`src/sv/modinv_pkg.sv`:
```
// modinv_pkg: shared constants and control types for the modular inverse block
// used by modinv_divider and modular_inverse_extended_gcd; no dependencies
package modinv_pkg;

  // default operand width
  localparam int OPERAND_BITS_DEF = 32;

  // command from the sequencer to the serial divider
  typedef struct packed {
    logic start;
  } div_ctl_t;

  // status from the serial divider back to the sequencer
  typedef struct packed {
    logic busy;
    logic done;
  } div_stat_t;

endpackage

```
`src/sv/modinv_divider.sv`:
```
// modinv_divider: restoring serial divider, one quotient bit a cycle, which also
// accumulates quotient times a signed coefficient by shift and add
// depends on modinv_pkg
module modinv_divider #(
  parameter int OPERAND_BITS = modinv_pkg::OPERAND_BITS_DEF,
  parameter int COEF_BITS    = OPERAND_BITS + 2
) (
  input  logic                   clk,
  input  logic                   rst_n,
  input  modinv_pkg::div_ctl_t   ctl,
  input  logic [OPERAND_BITS-1:0] dividend,
  input  logic [OPERAND_BITS-1:0] divisor,
  input  logic [COEF_BITS-1:0]    coef,
  output modinv_pkg::div_stat_t  stat,
  output logic [OPERAND_BITS-1:0] remainder,
  output logic [COEF_BITS-1:0]    product
);
  import modinv_pkg::*;

  localparam int W        = OPERAND_BITS;
  localparam int CNT_BITS = $clog2(W);
  localparam logic [CNT_BITS-1:0] LAST_STEP = CNT_BITS'(W - 1);

  logic                busy_r, busy_nxt;
  logic                done_r, done_nxt;
  logic [CNT_BITS-1:0] cnt_r, cnt_nxt;
  logic [W-1:0]        rem_r, rem_nxt;
  logic [W-1:0]        dvd_r, dvd_nxt;
  logic [W-1:0]        dvs_r, dvs_nxt;
  logic [COEF_BITS-1:0] coef_r, coef_nxt;
  logic [COEF_BITS-1:0] acc_r, acc_nxt;

  logic [W:0] shifted;
  logic [W:0] dvs_ext;
  logic [W:0] diff;
  logic       ge;

  // one restoring step: shift in the next dividend bit, trial subtract
  always_comb begin
    shifted = {rem_r, dvd_r[W-1]};
    dvs_ext = {1'b0, dvs_r};
    diff    = shifted - dvs_ext;
    ge      = (shifted >= dvs_ext);
  end

  // step sequencing and datapath updates
  always_comb begin
    busy_nxt = busy_r;
    done_nxt = 1'b0;
    cnt_nxt  = cnt_r;
    rem_nxt  = rem_r;
    dvd_nxt  = dvd_r;
    dvs_nxt  = dvs_r;
    coef_nxt = coef_r;
    acc_nxt  = acc_r;
    if (ctl.start) begin
      busy_nxt = 1'b1;
      cnt_nxt  = '0;
      rem_nxt  = '0;
      dvd_nxt  = dividend;
      dvs_nxt  = divisor;
      coef_nxt = coef;
      acc_nxt  = '0;
    end else if (busy_r) begin
      rem_nxt = ge ? diff[W-1:0] : shifted[W-1:0];
      dvd_nxt = {dvd_r[W-2:0], 1'b0};
      acc_nxt = {acc_r[COEF_BITS-2:0], 1'b0} + (ge ? coef_r : '0);
      cnt_nxt = cnt_r + 1'b1;
      if (cnt_r == LAST_STEP) begin
        busy_nxt = 1'b0;
        done_nxt = 1'b1;
      end
    end
  end

  // control registers
  always_ff @(posedge clk) begin
    if (!rst_n) begin
      busy_r <= 1'b0;
      done_r <= 1'b0;
      cnt_r  <= '0;
    end else begin
      busy_r <= busy_nxt;
      done_r <= done_nxt;
      cnt_r  <= cnt_nxt;
    end
  end

  // datapath registers
  always_ff @(posedge clk) begin
    rem_r  <= rem_nxt;
    dvd_r  <= dvd_nxt;
    dvs_r  <= dvs_nxt;
    coef_r <= coef_nxt;
    acc_r  <= acc_nxt;
  end

  assign stat.busy = busy_r;
  assign stat.done = done_r;
  assign remainder = rem_r;
  assign product   = acc_r;

endmodule

```
`src/sv/modular_inverse_extended_gcd.sv`:
```
// modular_inverse_extended_gcd: top level, sequencer for the extended Euclidean
// algorithm around one shared serial divider, plus the result register
// depends on modinv_pkg and modinv_divider
//
// Usage:
//   in channel  (in_tvalid/in_tready/in_tdata): one transfer per item carrying
//     value and modulus. in_tready is high only while the block is idle.
//   out channel (out_tvalid/out_tready/out_tdata/out_tuser): one transfer per
//     item carrying the inverse, the gcd and the no_inverse flag.
//   Sequence: the value is first reduced modulo the modulus on the divider;
//     then every Euclid iteration takes the start of the serial divider (one
//     quotient bit a cycle), the division and the update, and once the
//     remainder is zero the final check, normalisation and output load
//     follow. A zero modulus skips the divider and goes to the output load.
//   Throughput: one item at a time; the next transfer is taken once the
//     previous result has been placed in the output register.
//   Reset: rst_n low clears the sequencer and the output valid; nothing to
//     clear in the datapath.
//   Stall: a result waits in the output register while out_tready is low; a
//     finished item behind it waits in the sequencer until that register frees.
module modular_inverse_extended_gcd #(
  parameter int OPERAND_BITS = modinv_pkg::OPERAND_BITS_DEF,
  localparam int DATA_BITS   = ((2 * OPERAND_BITS + 7) / 8) * 8
) (
  input  logic                 clk,
  input  logic                 rst_n,
  input  logic                 in_tvalid,
  output logic                 in_tready,
  input  logic [DATA_BITS-1:0] in_tdata,   // value, modulus, zero padding
  output logic                 out_tvalid,
  input  logic                 out_tready,
  output logic [DATA_BITS-1:0] out_tdata,  // inverse, gcd, zero padding
  output logic                 out_tuser   // no_inverse
);
  import modinv_pkg::*;

  localparam int W  = OPERAND_BITS;
  localparam int CW = OPERAND_BITS + 2;

  // sequencer states
  localparam logic [2:0] S_IDLE   = 3'd0;
  localparam logic [2:0] S_REDUCE = 3'd1;
  localparam logic [2:0] S_CHECK  = 3'd2;
  localparam logic [2:0] S_DIVIDE = 3'd3;
  localparam logic [2:0] S_FIX    = 3'd4;
  localparam logic [2:0] S_HOLD   = 3'd5;

  logic [2:0]  state_r, state_nxt;
  logic [W-1:0] r0_r, r0_nxt;
  logic [W-1:0] r1_r, r1_nxt;
  logic [CW-1:0] c0_r, c0_nxt;
  logic [CW-1:0] c1_r, c1_nxt;
  logic [W-1:0] mod_r, mod_nxt;
  logic [W-1:0] res_inv_r, res_inv_nxt;
  logic [W-1:0] res_gcd_r, res_gcd_nxt;
  logic         res_none_r, res_none_nxt;
  logic         out_valid_r, out_valid_nxt;
  logic [W-1:0] out_inv_r, out_inv_nxt;
  logic [W-1:0] out_gcd_r, out_gcd_nxt;
  logic         out_none_r, out_none_nxt;

  div_ctl_t  dctl;
  div_stat_t dstat;
  logic [W-1:0]  div_dividend;
  logic [W-1:0]  div_divisor;
  logic [CW-1:0] div_coef;
  logic [W-1:0]  div_rem;
  logic [CW-1:0] div_prod;

  logic [W-1:0]  in_value;
  logic [W-1:0]  in_modulus;
  logic          in_xfer;
  logic          out_load;
  logic [CW-1:0] mod_ext;
  logic [CW-1:0] inv_norm;

  assign in_value   = in_tdata[W-1:0];
  assign in_modulus = in_tdata[2*W-1:W];
  assign in_tready  = (state_r == S_IDLE);
  assign in_xfer    = in_tvalid && in_tready;
  assign out_load   = (state_r == S_HOLD) && (!out_valid_r || out_tready);

  // shared serial divider
  modinv_divider #(
    .OPERAND_BITS(OPERAND_BITS),
    .COEF_BITS   (CW)
  ) u_div (
    .clk      (clk),
    .rst_n    (rst_n),
    .ctl      (dctl),
    .dividend (div_dividend),
    .divisor  (div_divisor),
    .coef     (div_coef),
    .stat     (dstat),
    .remainder(div_rem),
    .product  (div_prod)
  );

  // normalise the final coefficient into 0 .. modulus-1
  always_comb begin
    mod_ext = {2'b00, mod_r};
    if (c0_r[CW-1]) begin
      inv_norm = c0_r + mod_ext;
    end else if (c0_r >= mod_ext) begin
      inv_norm = c0_r - mod_ext;
    end else begin
      inv_norm = c0_r;
    end
  end

  // sequencer
  always_comb begin
    state_nxt    = state_r;
    r0_nxt       = r0_r;
    r1_nxt       = r1_r;
    c0_nxt       = c0_r;
    c1_nxt       = c1_r;
    mod_nxt      = mod_r;
    res_inv_nxt  = res_inv_r;
    res_gcd_nxt  = res_gcd_r;
    res_none_nxt = res_none_r;
    dctl.start   = 1'b0;
    div_dividend = r0_r;
    div_divisor  = r1_r;
    div_coef     = c1_r;
    unique case (state_r)
      S_IDLE: begin
        div_dividend = in_value;
        div_divisor  = in_modulus;
        if (in_xfer) begin
          mod_nxt = in_modulus;
          if (in_modulus == '0) begin
            // no reduction possible: gcd is the value itself
            res_inv_nxt  = '0;
            res_gcd_nxt  = in_value;
            res_none_nxt = 1'b1;
            state_nxt    = S_HOLD;
          end else begin
            dctl.start = 1'b1;
            state_nxt  = S_REDUCE;
          end
        end
      end
      S_REDUCE: begin
        if (dstat.done) begin
          r0_nxt    = div_rem;
          r1_nxt    = mod_r;
          c0_nxt    = CW'(1);
          c1_nxt    = '0;
          state_nxt = S_CHECK;
        end
      end
      S_CHECK: begin
        if (r1_r == '0) begin
          state_nxt = S_FIX;
        end else begin
          dctl.start = 1'b1;
          state_nxt  = S_DIVIDE;
        end
      end
      S_DIVIDE: begin
        if (dstat.done) begin
          r0_nxt    = r1_r;
          r1_nxt    = div_rem;
          c0_nxt    = c1_r;
          c1_nxt    = c0_r - div_prod;
          state_nxt = S_CHECK;
        end
      end
      S_FIX: begin
        res_gcd_nxt  = r0_r;
        res_none_nxt = (r0_r != W'(1));
        res_inv_nxt  = (r0_r != W'(1)) ? '0 : inv_norm[W-1:0];
        state_nxt    = S_HOLD;
      end
      S_HOLD: begin
        if (out_load) begin
          state_nxt = S_IDLE;
        end
      end
      default: begin
        state_nxt = S_IDLE;
      end
    endcase
  end

  // output register
  always_comb begin
    out_valid_nxt = out_valid_r;
    out_inv_nxt   = out_inv_r;
    out_gcd_nxt   = out_gcd_r;
    out_none_nxt  = out_none_r;
    if (out_load) begin
      out_valid_nxt = 1'b1;
      out_inv_nxt   = res_inv_r;
      out_gcd_nxt   = res_gcd_r;
      out_none_nxt  = res_none_r;
    end else if (out_valid_r && out_tready) begin
      out_valid_nxt = 1'b0;
    end
  end

  // control registers
  always_ff @(posedge clk) begin
    if (!rst_n) begin
      state_r     <= S_IDLE;
      out_valid_r <= 1'b0;
    end else begin
      state_r     <= state_nxt;
      out_valid_r <= out_valid_nxt;
    end
  end

  // datapath registers
  always_ff @(posedge clk) begin
    r0_r       <= r0_nxt;
    r1_r       <= r1_nxt;
    c0_r       <= c0_nxt;
    c1_r       <= c1_nxt;
    mod_r      <= mod_nxt;
    res_inv_r  <= res_inv_nxt;
    res_gcd_r  <= res_gcd_nxt;
    res_none_r <= res_none_nxt;
    out_inv_r  <= out_inv_nxt;
    out_gcd_r  <= out_gcd_nxt;
    out_none_r <= out_none_nxt;
  end

  assign out_tvalid = out_valid_r;
  assign out_tdata  = DATA_BITS'({out_gcd_r, out_inv_r});
  assign out_tuser  = out_none_r;

endmodule
```
`config.mk`:
```
export PLATFORM = sky130hd
export DESIGN_NAME = modular_inverse_extended_gcd
export DESIGN_NICKNAME = d
export VERILOG_FILES = /design/src/sv/modinv_pkg.sv /design/src/sv/modinv_divider.sv /design/src/sv/modular_inverse_extended_gcd.sv
export SDC_FILE = /design/constraint.sdc
export NUM_CORES = 1
export LEC_CHECK = 0
export BUFFER_PORTS_ARGS = -buffer_cell sky130_fd_sc_hd__buf_2
export CAP_MARGIN = 5
export CORE_MARGIN = 8
export CORE_UTILIZATION = 40
export DETAILED_ROUTE_END_ITERATION = 10
export PLACE_DENSITY = 0.69
export SYNTH_ARGS = -nofsm -noshare
export SYNTH_HDL_FRONTEND = slang
export SYNTH_SLANG_ARGS = --single-unit
```
`constraint.sdc`:
```
create_clock -name clk -period 6.8 [get_ports clk]
set_clock_uncertainty 0.2 [all_clocks]
set_input_delay 0.34 -clock clk [delete_from_list [all_inputs] [get_ports clk]]
set_output_delay 0.34 -clock clk [all_outputs]
set_load 0.05 [all_outputs]
```
# After elaboration in Yosys (flattened, before gate mapping)
# Cells that the tools add are included.
# totals
regBits,469
input_bits,68
out_inout_bits,67
elab_cells,108
# op_classes
n_addsub,6
order_cmp,2
n_eq_ne,13
mux,45
n_bitwise,2
reduce_logical,19
# op_table
cell,count
$mux W32,15
$pmux W32 S2,4
$mux W34,5
$pmux W34 S2,2
$logic_not A32 Y1,2
$sub A32 B32 Y32,2
$add A34 B34 Y34,1
$ge A34 B32 Y1,1
$sub A34 B34 Y34,1
$ge A33 B32 Y1,1
$add A32 B32 Y32,1
$ne A32 B1 Y1 const B,1
$mux W3,5
$pmux W3 S5,1
$mux W1,11
$ne A2 B1 Y1 const B,5
$reduce_and A3 Y1,3
$reduce_bool A2 Y1,4
$eq A3 B2 Y1 const B,2
$eq A3 B3 Y1 const B,2
$add A5 B1 Y5 const B,1
$eq A5 B5 Y1 const B,1
$pmux W1 S2,2
$reduce_or A2 Y1,2
other kinds (9),12

# Longest topological paths before layout
# Gate-level depths: netlist of run 1.
# depth
ltp_word,5
depth_mapped,25
ltp_nobuf,23

# By module
# From an unflattened synthesis of run 1, not the netlist that was laid out.
# unflattened
hier_cells,2643
area_unflattened_um2,27416.3
# by_module_without_submodules
mod,n_inst,cells_each,area_each_um2,seq_area_each_um2
modular_inverse_extended_gcd,1,1644,17591.9,8908.5
modinv_divider,1,999,9824.4,4404.2

# Worst setup path after synthesis of run 1
# No wires, ideal clock.
# synth_timing
path_kind,register -> register
from,register state_r[0]
to,"register c0_r[0], enable pin"
setup_ps,625
t_arrival_ps,6197
t_required_ps,5975
slack_ps,-222
path_stages_with_launch,4
path_buffers,1
period_less_slack_ps,7022
path_cell_list,dfxtp_1 clkbuf_1 nand2_1 nor2_1
# synth_between
elab_chain_cells,3
word_cells_on_any_way,6
classes_between,4 x eq/ne; 2 x reduce/logical
# synth_lines
item,line,text
from (decl),modular_inverse_extended_gcd.sv:48,"logic [2:0] state_r, state_nxt;"
from (signal assigned),modular_inverse_extended_gcd.sv:209,state_r <= state_nxt;
$eq A3 B1 Y1 / $eq A3 B2 Y1 (equally long branches),modular_inverse_extended_gcd.sv:126,unique case (state_r)
$ne A2 B1 Y1 (no source line) / $reduce_bool A2 Y1 (equally long branches),-,
$reduce_and A3 Y1 (no source line) (*),-,
to (signal assigned),modular_inverse_extended_gcd.sv:218,c0_r <= c0_nxt;
to (decl),modular_inverse_extended_gcd.sv:51,"logic [CW-1:0] c0_r, c0_nxt;"
# Every way passes the cells marked *; elsewhere a longest branch is shown, timed or not.
# A chain may end at the register's enable or synchronous reset.

# Final worst setup path of run 1
# layout_timing
from,register u_div.dvs_r[1]
to,"register u_div.acc_r[31], in the netlist u_div.product[31]"
# layout_between
elab_chain_cells,3
# layout_lines
item,line,text
from (decl),modinv_divider.sv:29,"logic [W-1:0] dvs_r, dvs_nxt;"
from (signal assigned),modinv_divider.sv:93,dvs_r <= dvs_nxt;
$ge A33 B32 Y1,modinv_divider.sv:43,ge = (shifted >= dvs_ext);
$mux W34,modinv_divider.sv:67,"acc_nxt = {acc_r[COEF_BITS-2:0], 1'b0} + (ge ? coef_r : '0);"
$add A34 B34 Y34,modinv_divider.sv:67,
to (signal assigned),modinv_divider.sv:95,acc_r <= acc_nxt;
to (decl),modinv_divider.sv:31,"logic [COEF_BITS-1:0] acc_r, acc_nxt;"
# No other way between the ends.

==> results of run 1 <==
-- routing by layer --
metal  wire, um  up-vias
li1           -     9483
met1      31500     9652
met2      34400      682
met3       5000      143
met4       2670        4
met5         26        -
-- placed cells by master, fill, tap and decap left out, types with 32 or more instances in the layout --
master	netlist	final
sky130_fd_sc_hd__nand2_1	225	225
sky130_fd_sc_hd__buf_2	20	134
sky130_fd_sc_hd__edfxtp_1	392	392
sky130_fd_sc_hd__a21o_1	59	59
sky130_fd_sc_hd__o21ai_0	91	91
sky130_fd_sc_hd__dlygate4sd3_1	0	67
sky130_fd_sc_hd__a211oi_1	67	67
sky130_fd_sc_hd__xor2_1	33	33
sky130_fd_sc_hd__inv_1	144	144
sky130_fd_sc_hd__nor3_1	35	32
sky130_fd_sc_hd__mux2i_1	69	69
sky130_fd_sc_hd__dfxtp_1	77	76
sky130_fd_sc_hd__ha_1	162	162
sky130_fd_sc_hd__and2_1	72	72
sky130_fd_sc_hd__a21oi_1	177	177
sky130_fd_sc_hd__mux2_2	65	65
sky130_fd_sc_hd__xnor2_1	98	98
sky130_fd_sc_hd__nor2_1	248	246
sky130_fd_sc_hd__clkbuf_16	0	49
-- final timing paths --
kind,startpoint,endpoint,slack (ns),cells past startpoint
hold / removal,res_inv_r[0],out_inv_r[0],0.21,0
hold reg to reg,res_inv_r[0],out_inv_r[0],0.21,0
setup reg to reg,u_div.dvs_r[1],u_div.product[31],0.76,23
setup / recovery,u_div.dvs_r[1],u_div.product[31],0.76,23
-- stage by stage --
stage | power [W] | cell area (um^2)
finish | 0.00809 | 30300
floorplan | 0.00498 | 26500
global route | 0.00848 | 30300
global placement | 0.00539 | 28000
detailed placement | 0.00545 | 28000
CTS | 0.00812 | 30300
-- layout make-up --
type                            instances  area (um^2)
Sequential cell                       469        13300
Clock inverter                         18          194
Multi-Input combinational cell       1784        12200
Inverter                              152          571
Clock buffer                           73         1370
Fill cell                            6039        35300
Timing Repair Buffer                  222         1520
Tap cell                              864         1080
Antenna cell                            7         17.5
-- flip-flops by register name, summed over array words and instances (netlist names), 34 cells and up --
name	count
u_div.product	34
c1_r	34
u_div.coef_r	34
c0_r	34
-- power by group --
| group | leakage (nW) | switching [W] | total [W] | internal [W] |
|---|---|---|---|---|
| Clock | 0.762 | 0.00115 | 0.00263 | 0.00148 |
| Combinational | 6.69 | 0.00119 | 0.00206 | 0.000866 |
| Sequential | 4.07 | 0.000136 | 0.00340 | 0.00326 |
| Total | 11.5 | 0.00248 | 0.00809 | 0.00560 |
-- logic make-up (layout without fill, tap and decap cells) --
| logic type | Yosys count | after routing | share of synthesized area, % |
|---|---|---|---|
| and+or+nand+nor | 754 | 754 | 13.2 |
| other | 0 | 7 | 0 |
| buffers and inverters | 263 | 465 | 3.86 |
| DFF | 469 | 469 | 50.3 |
| muxes | 135 | 135 | 5.43 |
| adders and majority gates | 167 | 167 | 8.03 |
| xor gates and xnor gates | 131 | 131 | 4.33 |
| AOI/OAI and AO/OA | 597 | 597 | 14.9 |
==> run summary, run 1 <==
The worst voltage drop across the vdd grid was 182 uV. Counting every instance in the synthesized netlist gives 2516. The number of clock buffers added by TritonCTS is 49. The number of placed instances, taps included, is 3424. Leading area contributor after synthesis: sky130_fd_sc_hd__edfxtp_1. The logs give 0 for the max-slew violation count and 0.62 ns for the clock latency on the worst-skew pair. After detailed routing, the number of vias per cell comes to 5.56. The sum of overflow across all layers after global routing is 0, and the maximum fanout along the worst path is 21. The mean post-synth cell area works out to 10.5 um^2. The critical path is of the reg2reg type. The wire-length estimate of the detail-placed layout is 53400 um. The die span in y is 273 um. Counting every net in the synthesized netlist gives 2751. The number of antenna violations at the first check in global routing was 9; the number of distinct standard cells referenced by the synthesized netlist was 84.

Via count of the first global-routing pass: 19382. After clock tree synthesis, the clock-pin slew on the worst setup and hold paths is 0.06 ns. Number of maximum-capacitance constraint violations: 0.

After the first detailed-routing iteration, the DRC count stood at 1551. The worst setup path is captured at a register. The synthesized design devotes to its leading area cell type 44.4% of total area. Ranked by total cell area, the synthesized netlist is headed by sky130_fd_sc_hd__edfxtp_1 (44%), sky130_fd_sc_hd__ha_1 (7.7%), sky130_fd_sc_hd__dfxtp_1 (5.8%).

The total count of hold-check failures in the final report came out at 0. The tools report the met1 demand-to-capacity share in global routing as 25.1%. Share of cells above drive strength 1: 12.1%.

For this run, design rule violations remaining after detail routing come to 0. After clock tree synthesis, the flow added hold-fix buffers numbering 67. The count of flip-flops with a built-in enable after synthesis is 392, and the final setup slack of the worst path is 0.763 ns. In this run the cell area of the synthesized design comes to 26500 um^2. Global routing used 31.2% of the available met2 tracks. Among all flip-flop cells after synthesis, the most frequent one is sky130_fd_sc_hd__edfxtp_1. The final critical-path share of the clock period was 88.8%. The tools report the sink count of the clock tree as 469.

The proportion of register bits with asynchronous set or reset after synthesis came out at 0%. In this run the power density over the cells is 267 nW/um^2. The logs give 5 for the total iterations of the first detailed-routing run and 135 for the total I/O pin count. Buffers placed on the I/O ports in this run total 134. CTS built an H-tree with a depth of 2.

In this run, post-CTS repair resized a total of 0 instances. The data arrival at the endpoint of the critical path came out at 6.31 ns. The synthesized design contains 469 register bits.

The starting density of the core was 40.4%. For the sequential area share after synthesis, the log shows 50.3%. The Yosys step of the flow raised 0 warnings.

The tree is rooted in a sky130_fd_sc_hd__clkbuf_16. The first global-routing pass estimated 113000 um of wire. The number of setup buffers added after CTS is 0.

Yosys instantiated no cell more often than sky130_fd_sc_hd__edfxtp_1. Entering global routing, the biggest net connects 158 pins. Summed over all cells, the static leakage comes to 11.5 nW. The run gives 3.34% as the met3 layer usage reported by global route. The run finished with clean final reports. After the flow finishes, the layout carries non-filler instances totaling 3589. The die covers 74700 um^2.

After floorplanning, the core was divided into 94 placement rows. The critical path goes through inv_1 -> ha_1 -> nor2b_1 -> o31a_1 -> o21ai_1 -> a31oi_1 -> a31oi_2 -> o31ai_1 -> o21a_1 -> buf_4 -> and2_1 -> ha_1 -> a21oi_1 -> o211ai_1 -> a31o_1 -> o31a_1 -> a221oi_2 -> nor3_1 -> a211oi_2 -> a21oi_1 -> nor2b_1 -> mux2i_1 -> o31ai_1. For the weighted congestion reported at the end of routability-driven placement, the log shows 0.956. The final setup TNS is 0 ns, and the die width is 273 um. Setup repair after global routing left no endpoint under its margin. Layout overhead on the synthesized area: 14.3%. The largest single stage delay on the critical path is 0.51 ns. Sorting the synthesized cells by how often they occur yields sky130_fd_sc_hd__edfxtp_1 (392), sky130_fd_sc_hd__nor2_1 (248), sky130_fd_sc_hd__nand2_1 (225). The detail route stage leaves a number of antenna-violating nets equal to 0.

The all-layer global routing usage came out at 19.0%. Measured on the finished design, the core utilization comes to 46.1%. The path class of the tightest hold or removal check is reg2reg. The tools report the count of endpoints failing setup in the final report as 0. The final hold slack was 0.212 ns; the achievable frequency was 0.166 GHz. The library cell contributing the largest single delay on the critical path was sky130_fd_sc_hd__a31oi_1. For the worst setup path, the data required time is 7.07 ns. The number of buffers and inverters on the critical path is 2, and the worst-margin pin slew is 1.05 ns.

The sort of element at the start of the critical path was a register. In this design, the largest share of critical-path delay is due to compound AO/OA/AOI/OAI gates. Summed over all layers, the routed wires come to 73600 um. The final layout contains 2913 nets.

The layer with the highest usage after global routing was met2. In this run the deepest clock path goes through 3 buffers. TritonCTS built the clock tree. Headroom to the max-slew limit came out at 30.0%. Time the final worst path needs with I/O delays and setup: 6.04 ns. The tools report the detailed-route via count as 19964. The setup slack after placement is 0.858 ns, and the detailed-route wire length per cell is 20.5 um. The core region is 65600 um^2.
(Power assumes the default switching activity.)
==> run 2, diff against run 1 <==
CTS_BUF_LIST = sky130_fd_sc_hd__clkbuf_16   (was not set)
==> run summary, run 2 (synthesized netlist as in run 1, its figures left out) <==
The startpoint identified for the worst hold timing path is res_inv_r[0]. STA classifies the critical path startpoint as a register. The tools report the pin count of the biggest net entering global routing as 158. The run gives 73600 um as the sum of routed wire length over all layers. Summed over all nets, the half-perimeter wirelength after detailed placement is 53400 um.

The number of buffers and inverters on the critical path is 2, and the weighted congestion reported at the end of routability-driven placement is 0.956. The wire length of the first global-routing pass is 113000 um. Per report_power, the sequential group accounts for 42.5% of the total. Total count of hold-check failures in the final report: 0. For the worst setup path, the data required time is 7.07 ns.

Row count: 94. The remaining number of nets flagged by the antenna check after routing is 0. The tools report the post-detailed-route DRC marker count as 0. The end of the worst hold path is out_inv_r[0]. Data arrival at the endpoint of the critical path: 6.31 ns. The initial utilization of the core area, before any placement, comes to 40.4%. Counting along the longest clock path gives a buffer depth of 3. The max-slew violation count was 0; the achievable frequency was 0.165 GHz. The run gives 0.753 ns as the final setup slack of the worst path. The worst setup path is captured at a register.

The library cells used most frequently in the layout, excluding fill and tap cells, are sky130_fd_sc_hd__edfxtp_1 (392), sky130_fd_sc_hd__nor2_1 (246), sky130_fd_sc_hd__nand2_1 (225). The maximum fanout along the worst path was 21; the H-tree depth was 2. On the critical path, the stage with the largest delay is an instance of sky130_fd_sc_hd__a31oi_1.

The clock latency on the worst-skew pair is 0.62 ns, and the final critical-path share of the clock period is 88.9%. The die is 273 um tall. In this run switching power makes up 31.0% of total power.

Detailed routing inserted a total of 19964 vias. The DRC violation total after the first TritonRoute iteration came out at 1500. In this run, CTS created clock tree buffers numbering 49. The worst voltage drop across the vdd grid came out at 179 uV. Leaving out fill and tap cells, the most frequent cell in the layout is sky130_fd_sc_hd__edfxtp_1.

Max-cap violations in this run came to 0. The internal power of the cells totals 0.00552 W. In the final routed layout, each cell accounts on average for 20.5 um. The flow ran to the end, and the final reports show no timing, DRC or antenna violations. Clock tree synthesis selected as its root buffer the cell sky130_fd_sc_hd__clkbuf_16. The via count of the first global-routing pass is 19337. Prior to clock tree synthesis, the placed netlist has a worst setup slack of 0.858 ns.

In the global route stage, overall resource usage came out at 19.0%. The worst path in the final design needs a cycle of 6.05 ns, including I/O delays and setup. In this run the power density over the cells is 265 nW/um^2.

For the layout net count, the log shows 2913. The tools report the endpoint of the worst-slack reg-to-reg timing path as u_div.product[31]. The region available for standard cell placement spans 65600 um^2.

In the final layout, the share of cells above drive strength 1 is 12.0%. The die width came out at 273 um. The tools report the count of endpoints failing setup in the final report as 0.

Setup repair after global routing left no endpoint under its margin. The tightest min-delay check is of the reg2reg type. The share of total power dissipated in combinational logic is 25.8%. Post-CTS timing repair inserted 0 buffers for setup. Worst-margin pin slew: 1.06 ns. TritonCTS built the clock tree. The setup check on the worst reg-to-reg path leaves a slack of 0.75 ns. The worst register-to-register path begins at u_div.dvs_r[1].

Counting cells, the worst reg-to-reg path comes to 23. The share of total power dissipated in the clock network is 31.7%. The analysis attributes to net switching a power of 0.00248 W. The critical path goes through inv_1 -> ha_1 -> nor2b_1 -> o31a_1 -> o21ai_1 -> a31oi_1 -> a31oi_2 -> o31ai_1 -> o21a_1 -> buf_4 -> and2_1 -> ha_1 -> a21oi_1 -> o211ai_1 -> a31o_1 -> o31a_1 -> a221oi_2 -> nor3_1 -> a211oi_2 -> a21oi_1 -> nor2b_1 -> mux2i_1 -> o31ai_1. The static leakage was 11.6 nW.

During placement, the flow inserted port buffers numbering 134. The family with the most delay on the worst path was compound AO/OA/AOI/OAI gates. The final setup TNS is 0 ns.

The clock-pin slew on the worst setup and hold paths was 0.06 ns; the delay contributed by the slowest stage of the critical path was 0.51 ns. Headroom to the max-slew limit came out at 29.6%. Pin placement for this block handled 135 I/O pins. The die covers 74700 um^2. The number of antenna violations at the first check in global routing was 9; the sink count of the clock tree was 469. Sum of overflow across all layers after global routing: 0. The total iterations of the first detailed-routing run is 6, and the layout overhead on the synthesized area is 14.1%. In the routed layout, each cell is associated on average with a via count of 5.56.

The worst hold path passes through 0 cells. The category of the critical setup timing path was reg2reg.
-- run 2: area by class of cell --
class                           count  area [um^2]
Sequential cell                   469        13300
Fill cell                        6049        35400
Antenna cell                        8         20.0
Multi-Input combinational cell   1784        12200
Clock buffer                       49         1230
Clock inverter                     42          284
Inverter                          152          571
Timing Repair Buffer              222         1520
Tap cell                          864         1080
-- run 2: per-stage QoR --
step / util (%) / cell area (um^2) / instances / total power, W / hold slack, ns
2_1_floorplan: - / 26500 / 2516 / 0.00498 / 0.200
6_report: 46.1 / 30200 / 3590 / 0.00800 / 0.207
5_1_grt: 46.1 / 30200 / 3586 / 0.00840 / 0.219
4_1_cts: 46.0 / 30200 / 3582 / 0.00804 / 0.206
3_3_place_gp: 42.7 / 28000 / 3424 / 0.00539 / 0.203
3_5_place_dp: 42.7 / 28000 / 3424 / 0.00545 / 0.205
-- run 2: metal layers --
| metal | up-vias | wire length (um) | global-route usage [%] |
|---|---|---|---|
| met2 | 664 | 34400 | 31.2 |
| li1 | 9489 | - | - |
| met5 | - | 26 | 0 |
| met4 | 4 | 2670 | 6.91 |
| met3 | 136 | 5070 | 3.34 |
| met1 | 9671 | 31500 | 25.0 |
-- run 2: repair_timing --
action,CTS,global route
endpoints found under the hold margin,138,0
resized for setup,0,0
hold buffers,67,0
-- run 2: how the worst max path moves through the flow --
stage / cells past startpoint / endpoint / start
4_1_cts: 22 / u_div.product[33] / u_div.remainder[4]
2_1_floorplan: 5 / res_gcd_r[0] / in_tdata[57]
3_5_place_dp: 22 / u_div.product[33] / u_div.remainder[4]
6_report: 23 / u_div.product[31] / u_div.dvs_r[1]
5_1_grt: 23 / u_div.product[33] / u_div.dvs_r[1]
3_3_place_gp: 22 / u_div.product[31] / u_div.remainder[4]
-- run 2: power by group through the flow --
stage          logic, W  clock network, W  registers [W]
6_report        0.00206           0.00254        0.00340
4_1_cts         0.00204           0.00260        0.00339
2_1_floorplan   0.00157                 0        0.00340
3_5_place_dp    0.00199                 0        0.00345
3_3_place_gp    0.00194                 0        0.00345
5_1_grt         0.00228           0.00271        0.00341
